==> config.mk <==
export PLATFORM = sky130hd
export DESIGN_NAME = task_scheduler_with_delays_core
export DESIGN_NICKNAME = d
export VERILOG_FILES = /design/src/tsd_pkg.sv /design/src/task_scheduler_with_delays_core.sv /design/src/tsd_datapath.sv /design/src/tsd_ctrl.sv
export VERILOG_INCLUDE_DIRS = /design/src /design/src/src
export SDC_FILE = /design/constraint.sdc
export NUM_CORES = 1
export LEC_CHECK = 0
export BUFFER_PORTS_ARGS = -buffer_cell sky130_fd_sc_hd__buf_2
export CELL_PAD_IN_SITES_DETAIL_PLACEMENT = 1
export CELL_PAD_IN_SITES_GLOBAL_PLACEMENT = 1
export CORE_ASPECT_RATIO = 1.25
export CORE_MARGIN = 4
export CORE_UTILIZATION = 45
export CTS_CLUSTER_SIZE = 20
export DETAILED_ROUTE_END_ITERATION = 7
export GPL_ROUTABILITY_DRIVEN = 0
export MAX_ROUTING_LAYER = met4
export PLACE_DENSITY = 0.79
export SETUP_SLACK_MARGIN = 0.4
export SYNTH_ARGS = -nofsm -noshare
export SYNTH_HDL_FRONTEND = slang
export SYNTH_SLANG_ARGS = --single-unit
export TNS_END_PERCENT = 10
==> constraint.sdc <==
create_clock -name clk -period 4.35 [get_ports clk]
set_clock_uncertainty 0.2 [all_clocks]
set_input_delay 0.435 -clock clk [delete_from_list [all_inputs] [get_ports clk]]
set_output_delay 0.435 -clock clk [all_outputs]
set_load 0.02 [all_outputs]
==> src/task_scheduler_with_delays_core_defines.svh <==
// Assertion macros shared by the scheduler modules.
// Each macro expects signals named clk and rst_n in the module that uses it.
`ifndef TASK_SCHEDULER_WITH_DELAYS_CORE_DEFINES_SVH
`define TASK_SCHEDULER_WITH_DELAYS_CORE_DEFINES_SVH

// Same-cycle implication, checked outside reset.
`define TSD_ASSERT_IMP(label, ante, cons, msg) \
    label: assert property (@(posedge clk) disable iff (!rst_n) (ante) |-> (cons)) \
        else $error(msg);

// Next-cycle implication, checked outside reset.
`define TSD_ASSERT_NXT(label, ante, cons, msg) \
    label: assert property (@(posedge clk) disable iff (!rst_n) (ante) |=> (cons)) \
        else $error(msg);

`endif

==> src/tsd_pkg.sv <==
package tsd_pkg;

    localparam int MAX_TASK_SLOTS = 8;
    localparam int SLOT_W         = 3;
    localparam int CNT_W          = 4;
    localparam int CMD_W          = 3;
    localparam int DELAY_W        = 32;
    localparam int SEM_W          = 8;

    typedef enum logic [CMD_W-1:0] {
        CMD_TICK      = 3'd0,
        CMD_DELAY     = 3'd1,
        CMD_SEM_BLOCK = 3'd2,
        CMD_SEM_REL   = 3'd3,
        CMD_Q_BLOCK   = 3'd4,
        CMD_Q_WAKE    = 3'd5,
        CMD_YIELD     = 3'd6
    } cmd_t;

    typedef enum logic [1:0] {
        ST_READY   = 2'd0,
        ST_RUNNING = 2'd1,
        ST_BLOCKED = 2'd2
    } slot_state_t;

    // Commands from the sequencer to the datapath.
    typedef struct packed {
        logic start;
        logic do_block;
        logic do_wake;
        logic do_demote;
        logic do_mod;
        logic set_idle;
        logic do_search;
        logic do_count;
        logic out_load;
    } ctl_t;

    // Status from the datapath back to the sequencer.
    typedef struct packed {
        logic n_zero;
        logic mod_ge;
        logic wake_hit;
        logic ready_hit;
        logic last;
    } stat_t;

endpackage

==> src/task_scheduler_with_delays_core.sv <==
// Round-robin task scheduler with timed delays, semaphore and queue waits.
// Input channel: in_valid/in_stall carry one command beat (cmd, delay_ticks,
// sem_id, queue_side). Output channel: out_valid/out_stall carry one result
// beat per command (running_task, idle_running, woken_valid, woken_task,
// status). cfg_we/cfg_wdata write the task count; write it only while idle.
// A sequencer visits one task slot per cycle through the single table port.
// The rescheduling search and the tick countdown each visit up to n slots,
// where n is the task count capped at the table size, and the wrap
// reduction of the search start subtracts n until the start is below n.
// The next command is taken once the result has moved to the output
// register, even if that beat is still waiting.
// Reset leaves every task ready, all delays and waits clear, no task running
// and the task count at one; the first rescheduling command starts at slot 0.
// While the receiver stalls, the result beat holds; a finished command then
// waits for the output register before the next beat is accepted.
module task_scheduler_with_delays_core (
    input  logic                        clk,
    input  logic                        rst_n,
    input  logic                        cfg_we,
    input  logic [tsd_pkg::CNT_W-1:0]   cfg_wdata,
    input  logic                        in_valid,
    output logic                        in_stall,
    input  logic [tsd_pkg::CMD_W-1:0]   cmd,
    input  logic [tsd_pkg::DELAY_W-1:0] delay_ticks,
    input  logic [tsd_pkg::SEM_W-1:0]   sem_id,
    input  logic                        queue_side,
    output logic                        out_valid,
    input  logic                        out_stall,
    output logic [tsd_pkg::SLOT_W-1:0]  running_task,
    output logic                        idle_running,
    output logic                        woken_valid,
    output logic [tsd_pkg::SLOT_W-1:0]  woken_task,
    output logic                        status
);

    tsd_pkg::ctl_t  ctl;
    tsd_pkg::stat_t stat;

    // The controller sequences each command; from the datapath it sees only status flags.
    tsd_ctrl u_ctrl (
        .clk       (clk),
        .rst_n     (rst_n),
        .in_valid  (in_valid),
        .in_stall  (in_stall),
        .cmd       (cmd),
        .out_valid (out_valid),
        .out_stall (out_stall),
        .stat      (stat),
        .ctl       (ctl)
    );

    // The datapath holds the task table, scheduler state and result register.
    tsd_datapath u_datapath (
        .clk          (clk),
        .rst_n        (rst_n),
        .cfg_we       (cfg_we),
        .cfg_wdata    (cfg_wdata),
        .cmd          (cmd),
        .delay_ticks  (delay_ticks),
        .sem_id       (sem_id),
        .queue_side   (queue_side),
        .ctl          (ctl),
        .stat         (stat),
        .running_task (running_task),
        .idle_running (idle_running),
        .woken_valid  (woken_valid),
        .woken_task   (woken_task),
        .status       (status)
    );

endmodule

==> src/tsd_datapath.sv <==
`include "task_scheduler_with_delays_core_defines.svh"

module tsd_datapath (
    input  logic                        clk,
    input  logic                        rst_n,
    input  logic                        cfg_we,
    input  logic [tsd_pkg::CNT_W-1:0]   cfg_wdata,
    input  logic [tsd_pkg::CMD_W-1:0]   cmd,
    input  logic [tsd_pkg::DELAY_W-1:0] delay_ticks,
    input  logic [tsd_pkg::SEM_W-1:0]   sem_id,
    input  logic                        queue_side,
    input  tsd_pkg::ctl_t               ctl,
    output tsd_pkg::stat_t              stat,
    output logic [tsd_pkg::SLOT_W-1:0]  running_task,
    output logic                        idle_running,
    output logic                        woken_valid,
    output logic [tsd_pkg::SLOT_W-1:0]  woken_task,
    output logic                        status
);

    localparam int NS = tsd_pkg::MAX_TASK_SLOTS;

    // Task table: every access but reset and the assertions uses the one slot pointer.
    tsd_pkg::slot_state_t              state_reg  [NS];
    logic [tsd_pkg::DELAY_W-1:0]       delay_reg  [NS];
    logic [tsd_pkg::SEM_W-1:0]         semw_reg   [NS];
    logic                              semf_reg   [NS];
    logic                              fullf_reg  [NS];
    logic                              emptyf_reg [NS];

    logic [tsd_pkg::CNT_W-1:0]   task_count_reg;
    logic [tsd_pkg::SLOT_W-1:0]  cur_reg, cur_next;
    logic                        on_idle_reg, on_idle_next;
    logic                        started_reg, started_next;
    logic [tsd_pkg::CNT_W-1:0]   ptr_reg, ptr_next;
    logic [tsd_pkg::CNT_W-1:0]   count_reg, count_next;
    logic                        woke_reg, woke_next;
    logic [tsd_pkg::SLOT_W-1:0]  woken_reg, woken_next;
    logic                        status_reg, status_next;

    logic [tsd_pkg::CMD_W-1:0]   cmd_reg;
    logic [tsd_pkg::DELAY_W-1:0] ticks_reg;
    logic [tsd_pkg::SEM_W-1:0]   sem_reg;
    logic                        side_reg;

    logic [tsd_pkg::SLOT_W-1:0]  out_running_reg;
    logic                        out_idle_reg;
    logic                        out_woke_reg;
    logic [tsd_pkg::SLOT_W-1:0]  out_woken_reg;
    logic                        out_status_reg;

    logic [tsd_pkg::SLOT_W-1:0]  slot;
    tsd_pkg::slot_state_t        slot_state, state_next;
    logic [tsd_pkg::DELAY_W-1:0] slot_delay, delay_next;
    logic [tsd_pkg::SEM_W-1:0]   slot_semw, semw_next;
    logic                        slot_semf, semf_next;
    logic                        slot_fullf, fullf_next;
    logic                        slot_emptyf, emptyf_next;

    logic [tsd_pkg::CNT_W-1:0]   n_slots;
    logic [tsd_pkg::CNT_W-1:0]   ptr_inc;
    logic [tsd_pkg::CNT_W-1:0]   ptr_adv;
    logic                        last;
    logic                        wake_hit;
    logic                        ready_hit;
    logic                        task_running;
    logic                        start_is_wake;
    logic [NS-1:0]               running_vec;

    assign slot        = ptr_reg[tsd_pkg::SLOT_W-1:0];
    assign slot_state  = state_reg[slot];
    assign slot_delay  = delay_reg[slot];
    assign slot_semw   = semw_reg[slot];
    assign slot_semf   = semf_reg[slot];
    assign slot_fullf  = fullf_reg[slot];
    assign slot_emptyf = emptyf_reg[slot];

    // Task counts above the table size saturate.
    assign n_slots = (task_count_reg > tsd_pkg::CNT_W'(NS)) ? tsd_pkg::CNT_W'(NS)
                                                             : task_count_reg;
    assign ptr_inc = ptr_reg + tsd_pkg::CNT_W'(1);
    assign ptr_adv = (ptr_inc == n_slots) ? '0 : ptr_inc;
    assign last    = (count_reg + tsd_pkg::CNT_W'(1)) == n_slots;

    assign wake_hit = (slot_state == tsd_pkg::ST_BLOCKED) &&
                      ((cmd_reg == tsd_pkg::CMD_SEM_REL) ? (slot_semf && slot_semw == sem_reg)
                                                         : (side_reg ? slot_emptyf
                                                                     : slot_fullf));
    assign ready_hit    = slot_state == tsd_pkg::ST_READY;
    assign task_running = (tsd_pkg::CNT_W'(cur_reg) < n_slots) &&
                          (slot_state == tsd_pkg::ST_RUNNING);
    assign start_is_wake = (cmd == tsd_pkg::CMD_SEM_REL) || (cmd == tsd_pkg::CMD_Q_WAKE);

    assign stat.n_zero    = n_slots == '0;
    assign stat.mod_ge    = ptr_reg >= n_slots;
    assign stat.wake_hit  = wake_hit;
    assign stat.ready_hit = ready_hit;
    assign stat.last      = last;

    always_comb
    begin
        state_next   = slot_state;
        delay_next   = slot_delay;
        semw_next    = slot_semw;
        semf_next    = slot_semf;
        fullf_next   = slot_fullf;
        emptyf_next  = slot_emptyf;
        ptr_next     = ptr_reg;
        count_next   = count_reg;
        cur_next     = cur_reg;
        on_idle_next = on_idle_reg;
        started_next = started_reg;
        woke_next    = woke_reg;
        woken_next   = woken_reg;
        status_next  = status_reg;
        priority if (ctl.start)
        begin
            woke_next   = 1'b0;
            woken_next  = '0;
            status_next = start_is_wake && stat.n_zero;
            ptr_next    = start_is_wake ? '0 : tsd_pkg::CNT_W'(cur_reg);
            count_next  = '0;
        end
        else if (ctl.do_block)
        begin
            if (!task_running)
            begin
                status_next = 1'b1;
            end
            else if (cmd_reg == tsd_pkg::CMD_DELAY)
            begin
                // A zero delay leaves the task ready, so it behaves as a yield.
                if (ticks_reg != '0)
                begin
                    state_next = tsd_pkg::ST_BLOCKED;
                    delay_next = ticks_reg;
                end
            end
            else if (cmd_reg == tsd_pkg::CMD_SEM_BLOCK)
            begin
                state_next = tsd_pkg::ST_BLOCKED;
                semw_next  = sem_reg;
                semf_next  = 1'b1;
            end
            else
            begin
                state_next = tsd_pkg::ST_BLOCKED;
                if (side_reg)
                begin
                    fullf_next = 1'b1;
                end
                else
                begin
                    emptyf_next = 1'b1;
                end
            end
        end
        else if (ctl.do_wake)
        begin
            if (wake_hit)
            begin
                state_next = tsd_pkg::ST_READY;
                if (cmd_reg == tsd_pkg::CMD_SEM_REL)
                begin
                    semf_next = 1'b0;
                    semw_next = '0;
                end
                else if (side_reg)
                begin
                    emptyf_next = 1'b0;
                end
                else
                begin
                    fullf_next = 1'b0;
                end
                woke_next  = 1'b1;
                woken_next = slot;
                ptr_next   = tsd_pkg::CNT_W'(cur_reg);
            end
            else if (last)
            begin
                status_next = 1'b1;
                ptr_next    = tsd_pkg::CNT_W'(cur_reg);
            end
            else
            begin
                ptr_next   = ptr_adv;
                count_next = count_reg + tsd_pkg::CNT_W'(1);
            end
        end
        else if (ctl.do_demote)
        begin
            // Pointer is on the current slot, or slot 0 after a wake with no tasks.
            if (started_reg)
            begin
                if (slot_state == tsd_pkg::ST_RUNNING)
                begin
                    state_next = tsd_pkg::ST_READY;
                end
                ptr_next = tsd_pkg::CNT_W'(cur_reg) + tsd_pkg::CNT_W'(1);
            end
            else
            begin
                started_next = 1'b1;
                ptr_next     = '0;
            end
            count_next = '0;
        end
        else if (ctl.do_mod)
        begin
            ptr_next = ptr_reg - n_slots;
        end
        else if (ctl.set_idle)
        begin
            on_idle_next = 1'b1;
            ptr_next     = '0;
            count_next   = '0;
        end
        else if (ctl.do_search)
        begin
            if (ready_hit)
            begin
                state_next   = tsd_pkg::ST_RUNNING;
                cur_next     = slot;
                on_idle_next = 1'b0;
                ptr_next     = '0;
                count_next   = '0;
            end
            else if (last)
            begin
                on_idle_next = 1'b1;
                ptr_next     = '0;
                count_next   = '0;
            end
            else
            begin
                ptr_next   = ptr_adv;
                count_next = count_reg + tsd_pkg::CNT_W'(1);
            end
        end
        else if (ctl.do_count)
        begin
            if (slot_state == tsd_pkg::ST_BLOCKED && slot_delay != '0)
            begin
                delay_next = slot_delay - tsd_pkg::DELAY_W'(1);
                if (slot_delay == tsd_pkg::DELAY_W'(1))
                begin
                    state_next = tsd_pkg::ST_READY;
                    if (!woke_reg)
                    begin
                        woke_next  = 1'b1;
                        woken_next = slot;
                    end
                end
            end
            ptr_next   = ptr_inc;
            count_next = count_reg + tsd_pkg::CNT_W'(1);
        end
        else
        begin
            ptr_next = ptr_reg;
        end
    end

    always_ff @(posedge clk or negedge rst_n)
    begin
        if (!rst_n)
        begin
            for (int i = 0; i < NS; i++)
            begin
                state_reg[i]  <= tsd_pkg::ST_READY;
                delay_reg[i]  <= '0;
                semw_reg[i]   <= '0;
                semf_reg[i]   <= 1'b0;
                fullf_reg[i]  <= 1'b0;
                emptyf_reg[i] <= 1'b0;
            end
            task_count_reg <= tsd_pkg::CNT_W'(1);
            cur_reg        <= '0;
            on_idle_reg    <= 1'b0;
            started_reg    <= 1'b0;
            ptr_reg        <= '0;
            count_reg      <= '0;
            woke_reg       <= 1'b0;
            woken_reg      <= '0;
            status_reg     <= 1'b0;
        end
        else
        begin
            state_reg[slot]  <= state_next;
            delay_reg[slot]  <= delay_next;
            semw_reg[slot]   <= semw_next;
            semf_reg[slot]   <= semf_next;
            fullf_reg[slot]  <= fullf_next;
            emptyf_reg[slot] <= emptyf_next;
            if (cfg_we)
            begin
                task_count_reg <= cfg_wdata;
            end
            cur_reg     <= cur_next;
            on_idle_reg <= on_idle_next;
            started_reg <= started_next;
            ptr_reg     <= ptr_next;
            count_reg   <= count_next;
            woke_reg    <= woke_next;
            woken_reg   <= woken_next;
            status_reg  <= status_next;
        end
    end

    always_ff @(posedge clk)
    begin
        if (ctl.start)
        begin
            cmd_reg   <= cmd;
            ticks_reg <= delay_ticks;
            sem_reg   <= sem_id;
            side_reg  <= queue_side;
        end
        if (ctl.out_load)
        begin
            out_running_reg <= (on_idle_reg || !started_reg) ? '0 : cur_reg;
            out_idle_reg    <= on_idle_reg;
            out_woke_reg    <= woke_reg;
            out_woken_reg   <= woke_reg ? woken_reg : '0;
            out_status_reg  <= status_reg;
        end
    end

    assign running_task = out_running_reg;
    assign idle_running = out_idle_reg;
    assign woken_valid  = out_woke_reg;
    assign woken_task   = out_woken_reg;
    assign status       = out_status_reg;

    always_comb
    begin
        for (int i = 0; i < NS; i++)
        begin
            running_vec[i] = state_reg[i] == tsd_pkg::ST_RUNNING;
        end
    end

    `TSD_ASSERT_IMP(a_one_running, 1'b1, $countones(running_vec) <= 1, "more than one task running")
    `TSD_ASSERT_IMP(a_running_is_cur, |running_vec, running_vec[cur_reg], "running task not current")

endmodule

==> src/tsd_ctrl.sv <==
`include "task_scheduler_with_delays_core_defines.svh"

module tsd_ctrl (
    input  logic                      clk,
    input  logic                      rst_n,
    input  logic                      in_valid,
    output logic                      in_stall,
    input  logic [tsd_pkg::CMD_W-1:0] cmd,
    output logic                      out_valid,
    input  logic                      out_stall,
    input  tsd_pkg::stat_t            stat,
    output tsd_pkg::ctl_t             ctl
);

    typedef enum logic [2:0] {
        S_IDLE,
        S_BLOCK,
        S_WAKE,
        S_DEMOTE,
        S_MOD,
        S_SEARCH,
        S_COUNT,
        S_DONE
    } state_t;

    state_t state_reg, state_next;
    logic   tick_reg, tick_next;
    logic   out_valid_reg, out_valid_next;

    assign in_stall  = state_reg != S_IDLE;
    assign out_valid = out_valid_reg;

    always_comb
    begin
        ctl        = '0;
        state_next = state_reg;
        tick_next  = tick_reg;
        unique case (state_reg)
            S_IDLE:
            begin
                if (in_valid)
                begin
                    ctl.start = 1'b1;
                    tick_next = cmd == tsd_pkg::CMD_TICK;
                    priority if (cmd == tsd_pkg::CMD_TICK || cmd == tsd_pkg::CMD_YIELD)
                    begin
                        state_next = S_DEMOTE;
                    end
                    else if (cmd == tsd_pkg::CMD_DELAY || cmd == tsd_pkg::CMD_SEM_BLOCK ||
                             cmd == tsd_pkg::CMD_Q_BLOCK)
                    begin
                        state_next = S_BLOCK;
                    end
                    else if (cmd == tsd_pkg::CMD_SEM_REL || cmd == tsd_pkg::CMD_Q_WAKE)
                    begin
                        state_next = stat.n_zero ? S_DEMOTE : S_WAKE;
                    end
                    else
                    begin
                        state_next = S_DONE;
                    end
                end
            end
            S_BLOCK:
            begin
                ctl.do_block = 1'b1;
                state_next   = S_DEMOTE;
            end
            S_WAKE:
            begin
                ctl.do_wake = 1'b1;
                if (stat.wake_hit || stat.last)
                begin
                    state_next = S_DEMOTE;
                end
            end
            S_DEMOTE:
            begin
                ctl.do_demote = 1'b1;
                state_next    = S_MOD;
            end
            S_MOD:
            begin
                priority if (stat.n_zero)
                begin
                    ctl.set_idle = 1'b1;
                    state_next   = S_DONE;
                end
                else if (stat.mod_ge)
                begin
                    ctl.do_mod = 1'b1;
                end
                else
                begin
                    state_next = S_SEARCH;
                end
            end
            S_SEARCH:
            begin
                ctl.do_search = 1'b1;
                if (stat.ready_hit || stat.last)
                begin
                    state_next = tick_reg ? S_COUNT : S_DONE;
                end
            end
            S_COUNT:
            begin
                ctl.do_count = 1'b1;
                if (stat.last)
                begin
                    state_next = S_DONE;
                end
            end
            S_DONE:
            begin
                if (!(out_valid_reg && out_stall))
                begin
                    ctl.out_load = 1'b1;
                    state_next   = S_IDLE;
                end
            end
            default:
            begin
                state_next = S_IDLE;
            end
        endcase
    end

    always_comb
    begin
        if (ctl.out_load)
        begin
            out_valid_next = 1'b1;
        end
        else if (out_stall)
        begin
            out_valid_next = out_valid_reg;
        end
        else
        begin
            out_valid_next = 1'b0;
        end
    end

    always_ff @(posedge clk or negedge rst_n)
    begin
        if (!rst_n)
        begin
            state_reg     <= S_IDLE;
            tick_reg      <= 1'b0;
            out_valid_reg <= 1'b0;
        end
        else
        begin
            state_reg     <= state_next;
            tick_reg      <= tick_next;
            out_valid_reg <= out_valid_next;
        end
    end

    `TSD_ASSERT_IMP(a_search_has_tasks, state_reg == S_SEARCH, !stat.n_zero, "search with no tasks")
    `TSD_ASSERT_NXT(a_done_delivers, state_reg == S_DONE && !(out_valid_reg && out_stall), out_valid_reg && state_reg == S_IDLE, "result not presented")

endmodule
==> impl_results.md, run 1 <==
- Status: finished clean
- Clock Root Buffer: clkbuf_16
- Worst Setup Start Kind: flop
- Drt total wl: 73,300 um
- Peak supply drop: 0.319 mV
- Hpwl dp: 45,800 um
- Grt ovf: 0
- R2R cell count: 12
- Fin. Hold Viols: 0
- DR pass1 iterations: 5
- Fin Setup TNS: 0 ps
- Post-synthesis register bit count: 440
- Fraction of registers with async set/reset: 88.0%
- Unrepaired setup endpoints after global routing: true
- Largest net degree at the start of global routing: 96
- Multiplexer share of the synthesized area: 11.4%
- Internal power: 11.9 mW
- Worst slack, placed: 112 ps
- Fin worst setup slack: 333 ps
- CP bufs+invs: 4
- Share of cells above drive strength 1: 18.9%
- CTS sink count: 440
- Longest Clk Path Bufs: 3
- FF-to-FF End: u_datapath.delay_reg[186]
- Xor/xnor cell area share of the yosys netlist: 1.09%
- Fmax: 249 MHz
- CP delay by family, top: simple AND/OR/NAND/NOR gates
- Crit Reg-Reg Startpoint: u_datapath.ptr_reg[2]
- Top_reg_cell synth: dfrtp_1
- EDFF count, synth: 53
- Clock Latency Late Sink: 600 ps
- Maximum level of the CTS H-tree: 2
- Initial antenna violation count: 0
- Area growth, synth to finish: 17.2%
- First-pass GRT wire length: 116,000 um
- Leak: 10.5 nW
- First DRT Iteration DRCs: 1,285
- IO Count: 64
- Post-Synth Simple-Gate Area: 15.0%
- Power per cell area: 818 nW/um^2
- R2R Setup Slk: 330 ps
- Vias in the first global route: 20,277
- CP arrival: 4250 ps
- Slowest cell on crit path: dfrtp_4
- Fin. max-slew vios: 0
- Post-route cell area: 25,900 um^2
- Slew headroom: 17.4%
- Post-synth cell types: 99
- Sw frac: 43.6%
- Most frequent cells in the layout: 383 x dfrtp_1, 312 x nand2_1, 246 x nor2_1
- Most common cell after layout, fill and taps aside: dfrtp_1
- Cell chain of the critical path: buf_16, buf_12, nor3_1, a21oi_1, mux4_2, nor4_4, nand4_2, buf_4, o31a_1, a211oi_2, buf_4, a21oi_1
- Synthesized area: 22,100 um^2
- Placed cell area: 23,400 um^2
- GRT Resource Usage Total: 28.7%
- Compound-Gate Fraction of Synth Area: 16.8%
- Crit path capture: u_datapath.delay_reg[186]
- Clock network fraction of total power: 18.4%
- Worst setup path startpoint: u_datapath.ptr_reg[2]
- DIE AREA: 52,800 um^2
- Tightest Pin Transition: 1240 ps
- Post-layout nets: 2,373
- Sw Pwr: 9.25 mW
- # rows: 90
- Critical path peak fanout: 30
- Crit path largest cell delay: 600 ps
- Sequential area share after synthesis: 51.0%
- Max-cap check violation count: 0
- Minimum clock period: 4020 ps
- Seq pwr share: 32.8%
- Die X: 206 um
- WHS: 226 ps
- Die height: 256 um
- Adder-Cell Fraction of Synth Area: 0.713%
- Largest family of logic cells by synthesized area: compound AO/OA/AOI/OAI gates
- Wire per inst: 24.5 um
- Max FFs per register: 256
- Vias: 18,481
- Number of port buffers: 63
- YS warnings: 0
- Setup violators final: 0
- Logic pwr share: 48.8%
- CP required: 4580 ps
- Synth Area per Inst: 10.2 um^2
- DRC: 0
- Final ANT Viol Nets: 0
- N_diodes: 0
- Num CTS Buffers: 46
- WS Path Type: reg2reg
- Crit. End Element: flop
- Period utilisation layout: 92.3%
- Core box area: 48,400 um^2
- WP depth: 12
- Routed vias/inst: 6.18
- Clk slew on worst S/H paths: 60 ps
- Hold crit path type: in2async
- Synth Instances: 2,170
- Initial core utilization: 45.7%
- CTS tree: built
- Mapped Nets: 2,235
-- power by group through the flow --
stage | Sequential [mW] | Clock (mW) | Combinational, mW
global placement | 6.87 | 0 | 9.01
detailed placement | 7.01 | 0 | 9.50
global route | 7.12 | 4.13 | 11.2
CTS | 6.90 | 3.96 | 10.1
floorplan | 6.48 | 0 | 6.64
finish | 6.96 | 3.90 | 10.3
-- repair_timing --
item | in CTS | in global routing
setup buffers | 14 | 6
hold buffers | 55 | 0
endpoints found under the setup margin | 288 | 341
pin swaps | 5 | 5
gates resized for setup | 21 | 24
endpoints found under the hold margin | 133 | 0
cloned | 1 | 0
-- through the flow --
| step | total power [mW] | util [%] | std cells |
|---|---|---|---|
| CTS | 20.9 | 53.2 | 2984 |
| detailed placement | 16.5 | 48.4 | 2828 |
| global route | 22.5 | 53.5 | 2990 |
| floorplan | 13.1 | - | 2170 |
| finish | 21.2 | 53.5 | 2990 |
| global placement | 15.9 | 48.4 | 2828 |
-- per-layer routing --
| metal | share of wire [%] | vias up | GRT usage [%] |
|---|---|---|---|
| met5 | 0 | - | - |
| met4 | 4.8 | 0 | 11.9 |
| met3 | 5.6 | 228 | 4.68 |
| met2 | 50 | 684 | 47.9 |
| met1 | 39 | 9487 | 34.6 |
| li1 | - | 8082 | - |
-- kinds of logic (layout without fill, tap and decap cells) --
| group | after synthesis | in the layout |
|---|---|---|
| and+or+nand+nor | 757 | 757 |
| AOI/OAI and AO/OA | 606 | 606 |
| DFF | 440 | 440 |
| buffers and inverters | 175 | 351 |
| muxes | 154 | 154 |
| xor gates and xnor gates | 26 | 26 |
| adders and majority gates | 12 | 12 |
-- worst min path at each step --
| stage | to | slack (ps) | cells past startpoint |
|---|---|---|---|
| after global routing | u_datapath.status | 280 | 0 |
| after detailed placement | u_datapath.status | 250 | 0 |
| after global placement | u_datapath.status | 230 | 0 |
| after CTS | u_datapath.semw_reg[51] | 250 | 2 |
| after floorplan | u_ctrl.out_valid | -60 | 0 |
| final | u_datapath.semw_reg[51] | 230 | 2 |
-- cells in the mapped netlist, drive strengths merged, types with 12 or more instances --
cell	number	area [um^2]
a211oi	21	195
a21oi	195	1010
a221oi	14	208
a22oi	12	130
a31oi	15	93.8
and2	12	75.1
buf	57	429
clkbuf	86	323
dfrtp	386	9660
edfxtp	53	1590
inv	31	116
mux2	20	225
mux2i	60	613
mux4	74	1680
nand2	321	1200
nand3	20	100
nor2	250	941
nor3	64	330
nor4	15	128
o21ai	252	1270
xor2	16	140
-- final cells by class --
type / instances / area (um^2)
Clock buffer: 71 / 1350
Clock inverter: 15 / 125
Fill cell: 5252 / 22500
Inverter: 32 / 125
Multi-Input combinational cell: 1555 / 10200
Sequential cell: 440 / 11300
Tap cell: 644 / 806
Timing Repair Buffer: 233 / 2000
(Power assumes the default switching activity.)
==> inputs of run 2 (changes only) <==
Settings changed: BUFFER_PORTS_ARGS -buffer_cell sky130_fd_sc_hd__buf_2 to default, CORE_UTILIZATION 45 to 46, DONT_BUFFER_PORTS from default to 1.
==> run 2 against run 1 <==
Against the previous run: the flow now finishes with violations (hold timing); hold slack worse by 860 ps; register-to-register slack better by 20 ps; clock power down 1%; cell count down 1.9%; critical path depth unchanged; wire length down 1.6%; setup slack better by 19 ps; clock-buffer cell count up 1; critical endpoint is now u_datapath.delay_reg[152]; largest power group unchanged.
==> impl_results.md, run 2 (same netlist as run 1, synthesis figures left out) <==
- Status: complete, but fails checks
- Violated checks: hold timing
- Die height: 253 um
- Minimum clock period: 4000 ps
- Tightest Pin Transition: 1250 ps
- Largest net degree at the start of global routing: 388
- Peak supply drop: 0.330 mV
- Number of port buffers: 0
- Crit. End Element: flop
- GRT Resource Usage Total: 28.2%
- Clock Root Buffer: clkbuf_16
- Fmax: 250 MHz
- Die X: 204 um
- Wire per inst: 24.6 um
- CTS sink count: 440
- Worst setup path startpoint: u_datapath.ptr_reg[0]
- Finished Layout Cells: 2,934
- Max-cap check violation count: 0
- First DRT Iteration DRCs: 1,593
- DR pass1 iterations: 5
- R2R cell count: 12
- Most frequent cells in the layout: 383 x dfrtp_1, 313 x nand2_1, 245 x nor2_1
- FF+latch area: 11,300 um^2
- Post-CTS Hold Buffers: 50
- DR WL met3: 3550 um
- Grt ovf: 0
- Met2 wire length: 36,300 um
- Clk slew on worst S/H paths: 60 ps
- Initial antenna violation count: 1
- # rows: 89
- Max FFs per register: 256
- Period utilisation layout: 91.9%
- R2R Setup Slk: 350 ps
- Core box area: 47,300 um^2
- Final ANT Viol Nets: 0
- WS Path Type: reg2reg
- CTS tree: built
- CP arrival: 4210 ps
- Share of cells above drive strength 1: 18.3%
- Initial core utilization: 46.7%
- Worst Setup Start Kind: flop
- Power per cell area: 831 nW/um^2
- IO Count: 64
- Crit path capture: u_datapath.delay_reg[152]
- Vias in the first global route: 19,517
- Unrepaired setup endpoints after global routing: true
- Routed vias/inst: 6.23
- Fin. Hold Viols: 387
- DRC: 0
- Inst Count DP: 2,765
- Hold crit path type: in2async
- Slew headroom: 16.2%
- Drt total wl: 72,200 um
- Fin. max-slew vios: 0
- FF-to-FF End: u_datapath.delay_reg[152]
- Clock Latency Late Sink: 590 ps
- Maximum level of the CTS H-tree: 2
- First-pass GRT wire length: 112,000 um
- Hpwl dp: 45,100 um
- Crit Reg-Reg Startpoint: u_datapath.ptr_reg[0]
- Most common cell after layout, fill and taps aside: dfrtp_1
- Post-layout nets: 2,329
- Area of the multi-input gates: 10,300 um^2
- DIE AREA: 51,700 um^2
- Vias: 18,281
- Area growth, synth to finish: 16.3%
- Setup violators final: 0
- Top routing layer used: met4
- Fin Setup TNS: 0 ps
- Leak: 10.3 nW
- FILL cells: 5,131
- Num CTS Buffers: 47
- Met1 wire length: 29,300 um
- Critical path peak fanout: 12
- WHS: -638 ps
- CP required: 4560 ps
- Longest Clk Path Bufs: 3
==> run 2: changes by cell type in the layout (fill, tap and decap cells not counted), sizes merged <==
| cell | before | now |
|---|---|---|
| buf | 178 | 138 |
| clkbuf | 71 | 72 |
| clkinv | 11 | 6 |
| diode | 0 | 1 |
| dlygate4sd3 | 55 | 50 |
| inv | 34 | 33 |
==> run 2: layer usage <==
| layer | global-route usage [%] | vias up |
|---|---|---|
| li1 | - | 7974 |
| met1 | 35.1 | 9531 |
| met2 | 47.4 | 587 |
| met3 | 3.46 | 189 |
| met4 | 11.0 | 0 |
| met5 | - | - |
==> run 2: worst max-delay path, stage by stage (launching register included) <==
cell	delay (ps)
dfrtp_4	560
buf_4	170
buf_12	130
buf_4	120
mux4_2	510
mux2i_4	270
o2111ai_2	270
nor3_2	420
nand4_2	190
or3b_4	420
a221oi_4	240
buf_4	240
a21oi_2	70
==> run 2: report_power, final <==
part	switching [mW]	total, mW	internal, mW
Sequential	1.24	7.00	5.76
Combinational	6.29	10.5	4.20
Clock	1.66	3.86	2.20
==> run 2: final cells by class <==
cell class	instances	area share [%]
Multi-Input combinational cell	1555	40.1
Tap cell	637	3.10
Sequential cell	440	43.9
Clock buffer	72	5.29
Clock inverter	9	0.297
Inverter	32	0.477
Timing Repair Buffer	188	6.77
Antenna cell	1	0.00974
==> run 2: worst min path at each step <==
stage	end	slack (ps)
CTS	u_datapath.semw_reg[63]	-660
floorplan	u_ctrl.out_valid	-60
global placement	u_datapath.semw_reg[51]	-40
finish	u_datapath.semw_reg[63]	-640
detailed placement	u_datapath.semw_reg[27]	-40
global route	u_datapath.semw_reg[63]	-670
==> run 2: stage by stage <==
stage,power (mW),util (%),setup WS (ps),cell area [um^2]
after floorplan,13.1,-,450,22100
after global placement,15.8,48.9,165,23100
after detailed placement,16.4,48.9,68.5,23100
after CTS,20.6,53.3,314,25200
after global routing,22.6,54.3,230,25700
final,21.4,54.3,352,25700
==> run 2: what timing repair did <==
action	CTS	global route
buffers inserted	11	26
pin swaps	0	19
endpoints found under the setup margin	344	359
hold endpoints to repair	438	387
gates resized for setup	9	63
==> inputs of run 3 (changes only) <==
Settings changed: SYNTH_HIERARCHICAL from default to 1.
==> run 3 against run 2 <==
Against the previous run: the flow finishes with violations (DRC, hold timing, setup timing); via count is 17% higher; non-clock buffer count is 69 higher; maximum frequency is 13% lower; sequential power is 0.6% higher; critical endpoint is now u_datapath/delay_reg[12]; largest cell class is now multi-input combinational cells.
==> impl_results.md, run 3 <==
- Status: complete, but fails checks
- Violated checks: DRC, hold timing, setup timing
- Most frequent cells after synthesis: 386 x dfrtp_1, 269 x nand2_1, 264 x nor2_1, 166 x a21oi_1, 149 x o21ai_0
- Max-cap check violation count: 0
- WHS: -639 ps
- Synth Instances: 2,192
- Largest net degree at the start of global routing: 388
- Power per cell area: 889 nW/um^2
- Routed vias/inst: 7.04
- Placed cell area: 24,000 um^2
- Peak supply drop: 0.395 mV
- Minimum clock period: 4590 ps
- Area growth, synth to finish: 22.5%
- Vias: 21,299
- Wire per inst: 31.6 um
- FF-to-FF End: u_datapath/delay_reg[12]
- Post-synthesis register bit count: 440
- Mapped Nets: 2,258
- Crit path capture: u_datapath/delay_reg[12]
- Worst Setup Start Kind: flop
- Slew headroom: 12.7%
- R2R cell count: 16
- Fin worst setup slack: -239 ps
- Num CTS Buffers: 46
- Synthesized area: 22,500 um^2
- Period utilisation layout: 106%
- Met2 wire length: 44,000 um
- Top routing layer used: met4
- Grt ovf: 0
- Clock Latency Late Sink: 620 ps
- DRC: 7
- YS warnings: 6
- GRT Resource Usage Total: 33.7%
- Met1 wire length: 32,100 um
- Clock Root Buffer: clkbuf_16
- Top-area cell type share of the netlist area: 42.9%
- Post-CTS Hold Buffers: 51
- First-pass GRT wire length: 133,000 um
- Largest area contributor in the netlist: dfrtp_1
- Most frequent cells in the layout: 381 x dfrtp_1, 257 x nand2_1, 250 x nor2_1
- Synth Area per Inst: 10.3 um^2
- DR WL met3: 10,600 um
- Initial antenna violation count: 3
- CTS tree: built
- Number of port buffers: 0
- Core box area: 48,400 um^2
- EDFF count, synth: 53
- Final ANT Viol Nets: 0
- Vias in the first global route: 21,903
- Post-layout nets: 2,409
- Max FFs per register: 256
- IO Count: 64
- Top_reg_cell synth: dfrtp_1
- R2R Setup Slk: -240 ps
- Fin. Hold Viols: 387
- Fraction of registers with async set/reset: 88.0%
- Initial core utilization: 46.5%
- Worst setup path startpoint: u_datapath/ptr_reg[0]
- Hpwl dp: 52,300 um
- DR pass1 iterations: 8
- Hold crit path type: in2async
- Most common cell after layout, fill and taps aside: dfrtp_1
- Drt total wl: 95,700 um
- Die X: 206 um
- Post-route cell area: 27,600 um^2
- Post-layout util: 57.0%
- WS Path Type: reg2reg
- Maximum level of the CTS H-tree: 2
- Top cells by area, synth: dfrtp_1 43%, edfxtp_1 7.1%, mux4_2 6.8%
- CP arrival: 4820 ps
- Share of cells above drive strength 1: 24.4%
- Sequential area share after synthesis: 50.1%
- First DRT Iteration DRCs: 2,519
- Die height: 255 um
- Clk slew on worst S/H paths: 60 ps
- DIE AREA: 52,600 um^2
- CTS sink count: 440
- CP required: 4580 ps
- Fin. max-slew vios: 0
- Unrepaired setup endpoints after global routing: true
- Crit. End Element: flop
- Crit Reg-Reg Startpoint: u_datapath/ptr_reg[0]
- Setup violators final: 71
- Post-synth cell types: 118
- Top-count cell post-synth: dfrtp_1
- Worst slack, placed: -73.4 ps
- Longest Clk Path Bufs: 3
- Fmax: 218 MHz
- # rows: 90
- Tightest Pin Transition: 1300 ps
- Leak: 10.8 nW
- Critical path peak fanout: 8
-- run 3: logic make-up (layout without fill, tap and decap cells) --
family	Yosys count	count (layout)	share of synthesized area, %
and+or+nand+nor	785	785	16.2
buffers and inverters	184	369	3.75
DFF	440	440	50.1
muxes	167	167	11.5
AOI/OAI and AO/OA	585	587	16.9
xor gates and xnor gates	18	18	0.733
other	0	3	0
adders and majority gates	13	13	0.755
-- run 3: how the worst min path moves through the flow --
stage / startpoint / slack [ps] / cells after the start / to
after floorplan: rst_n / -60 / 0 / u_ctrl/out_valid
final: rst_n / -640 / 0 / u_datapath/semf_reg[3]
after CTS: rst_n / -640 / 0 / u_datapath/semf_reg[7]
after global placement: rst_n / -20 / 0 / u_datapath/semf_reg[1]
after detailed placement: rst_n / -30 / 0 / u_datapath/semf_reg[7]
after global routing: rst_n / -660 / 0 / u_datapath/semf_reg[1]
-- run 3: area by class of cell --
cell class                      instances  area [um^2]
Fill cell                            5039        20800
Multi-Input combinational cell       1570        11300
Sequential cell                       440        11300
Timing Repair Buffer                  257         2450
Clock buffer                           63         1350
Tap cell                              644          806
Clock inverter                         21          258
Inverter                               28          111
Antenna cell                            3         7.51
-- run 3: critical path, stage by stage (launching register included) --
cell and delay [ps]:
dfrtp_4 450, buf_12 170, buf_6 130, buf_6 130, mux4_2 540, o21ai_4 260
ha_4 210, inv_1 80, a31oi_4 200, nand4_4 150, buf_4 180, buf_4 160
nor3_1 640, nand3_1 230, a32oi_2 420, buf_12 180, a21oi_1 80
-- run 3: metrics by stage --
step           total power, mW  hold WS [ps]  cells  TNS, ps
2_1_floorplan             13.5         -60.6   2192        0
3_3_place_gp              16.9         -19.2   2820     -111
3_5_place_dp              17.5         -25.5   2820    -1180
4_1_cts                   22.7          -639   3000        0
5_1_grt                   25.3          -659   3026   -13530
6_report                  24.5          -639   3026    -6310
-- run 3: metal layers --
layer / global-route usage (%) / up-vias
li1: - / 8334
met1: 39.7 / 10614
met2: 52.4 / 1656
met3: 6.98 / 695
met4: 21.8 / 0
met5: - / -
-- run 3: report_power, final --
group / internal (mW) / leakage, nW / switching, mW / total [mW]
Combinational: 4.97 / 5.07 / 8.22 / 13.2
Sequential: 5.71 / 4.95 / 1.33 / 7.04
Clock: 2.52 / 0.791 / 1.77 / 4.29
-- run 3: timing repair --
| item | 4_1_cts | 5_1_grt |
|---|---|---|
| buffers inserted | 42 | 22 |
| gates resized for setup | 87 | 98 |
| endpoints found under the setup margin | 375 | 372 |
| gates cloned | 3 | 1 |
| pin swaps | 31 | 32 |
| endpoints found under the hold margin | 449 | 387 |
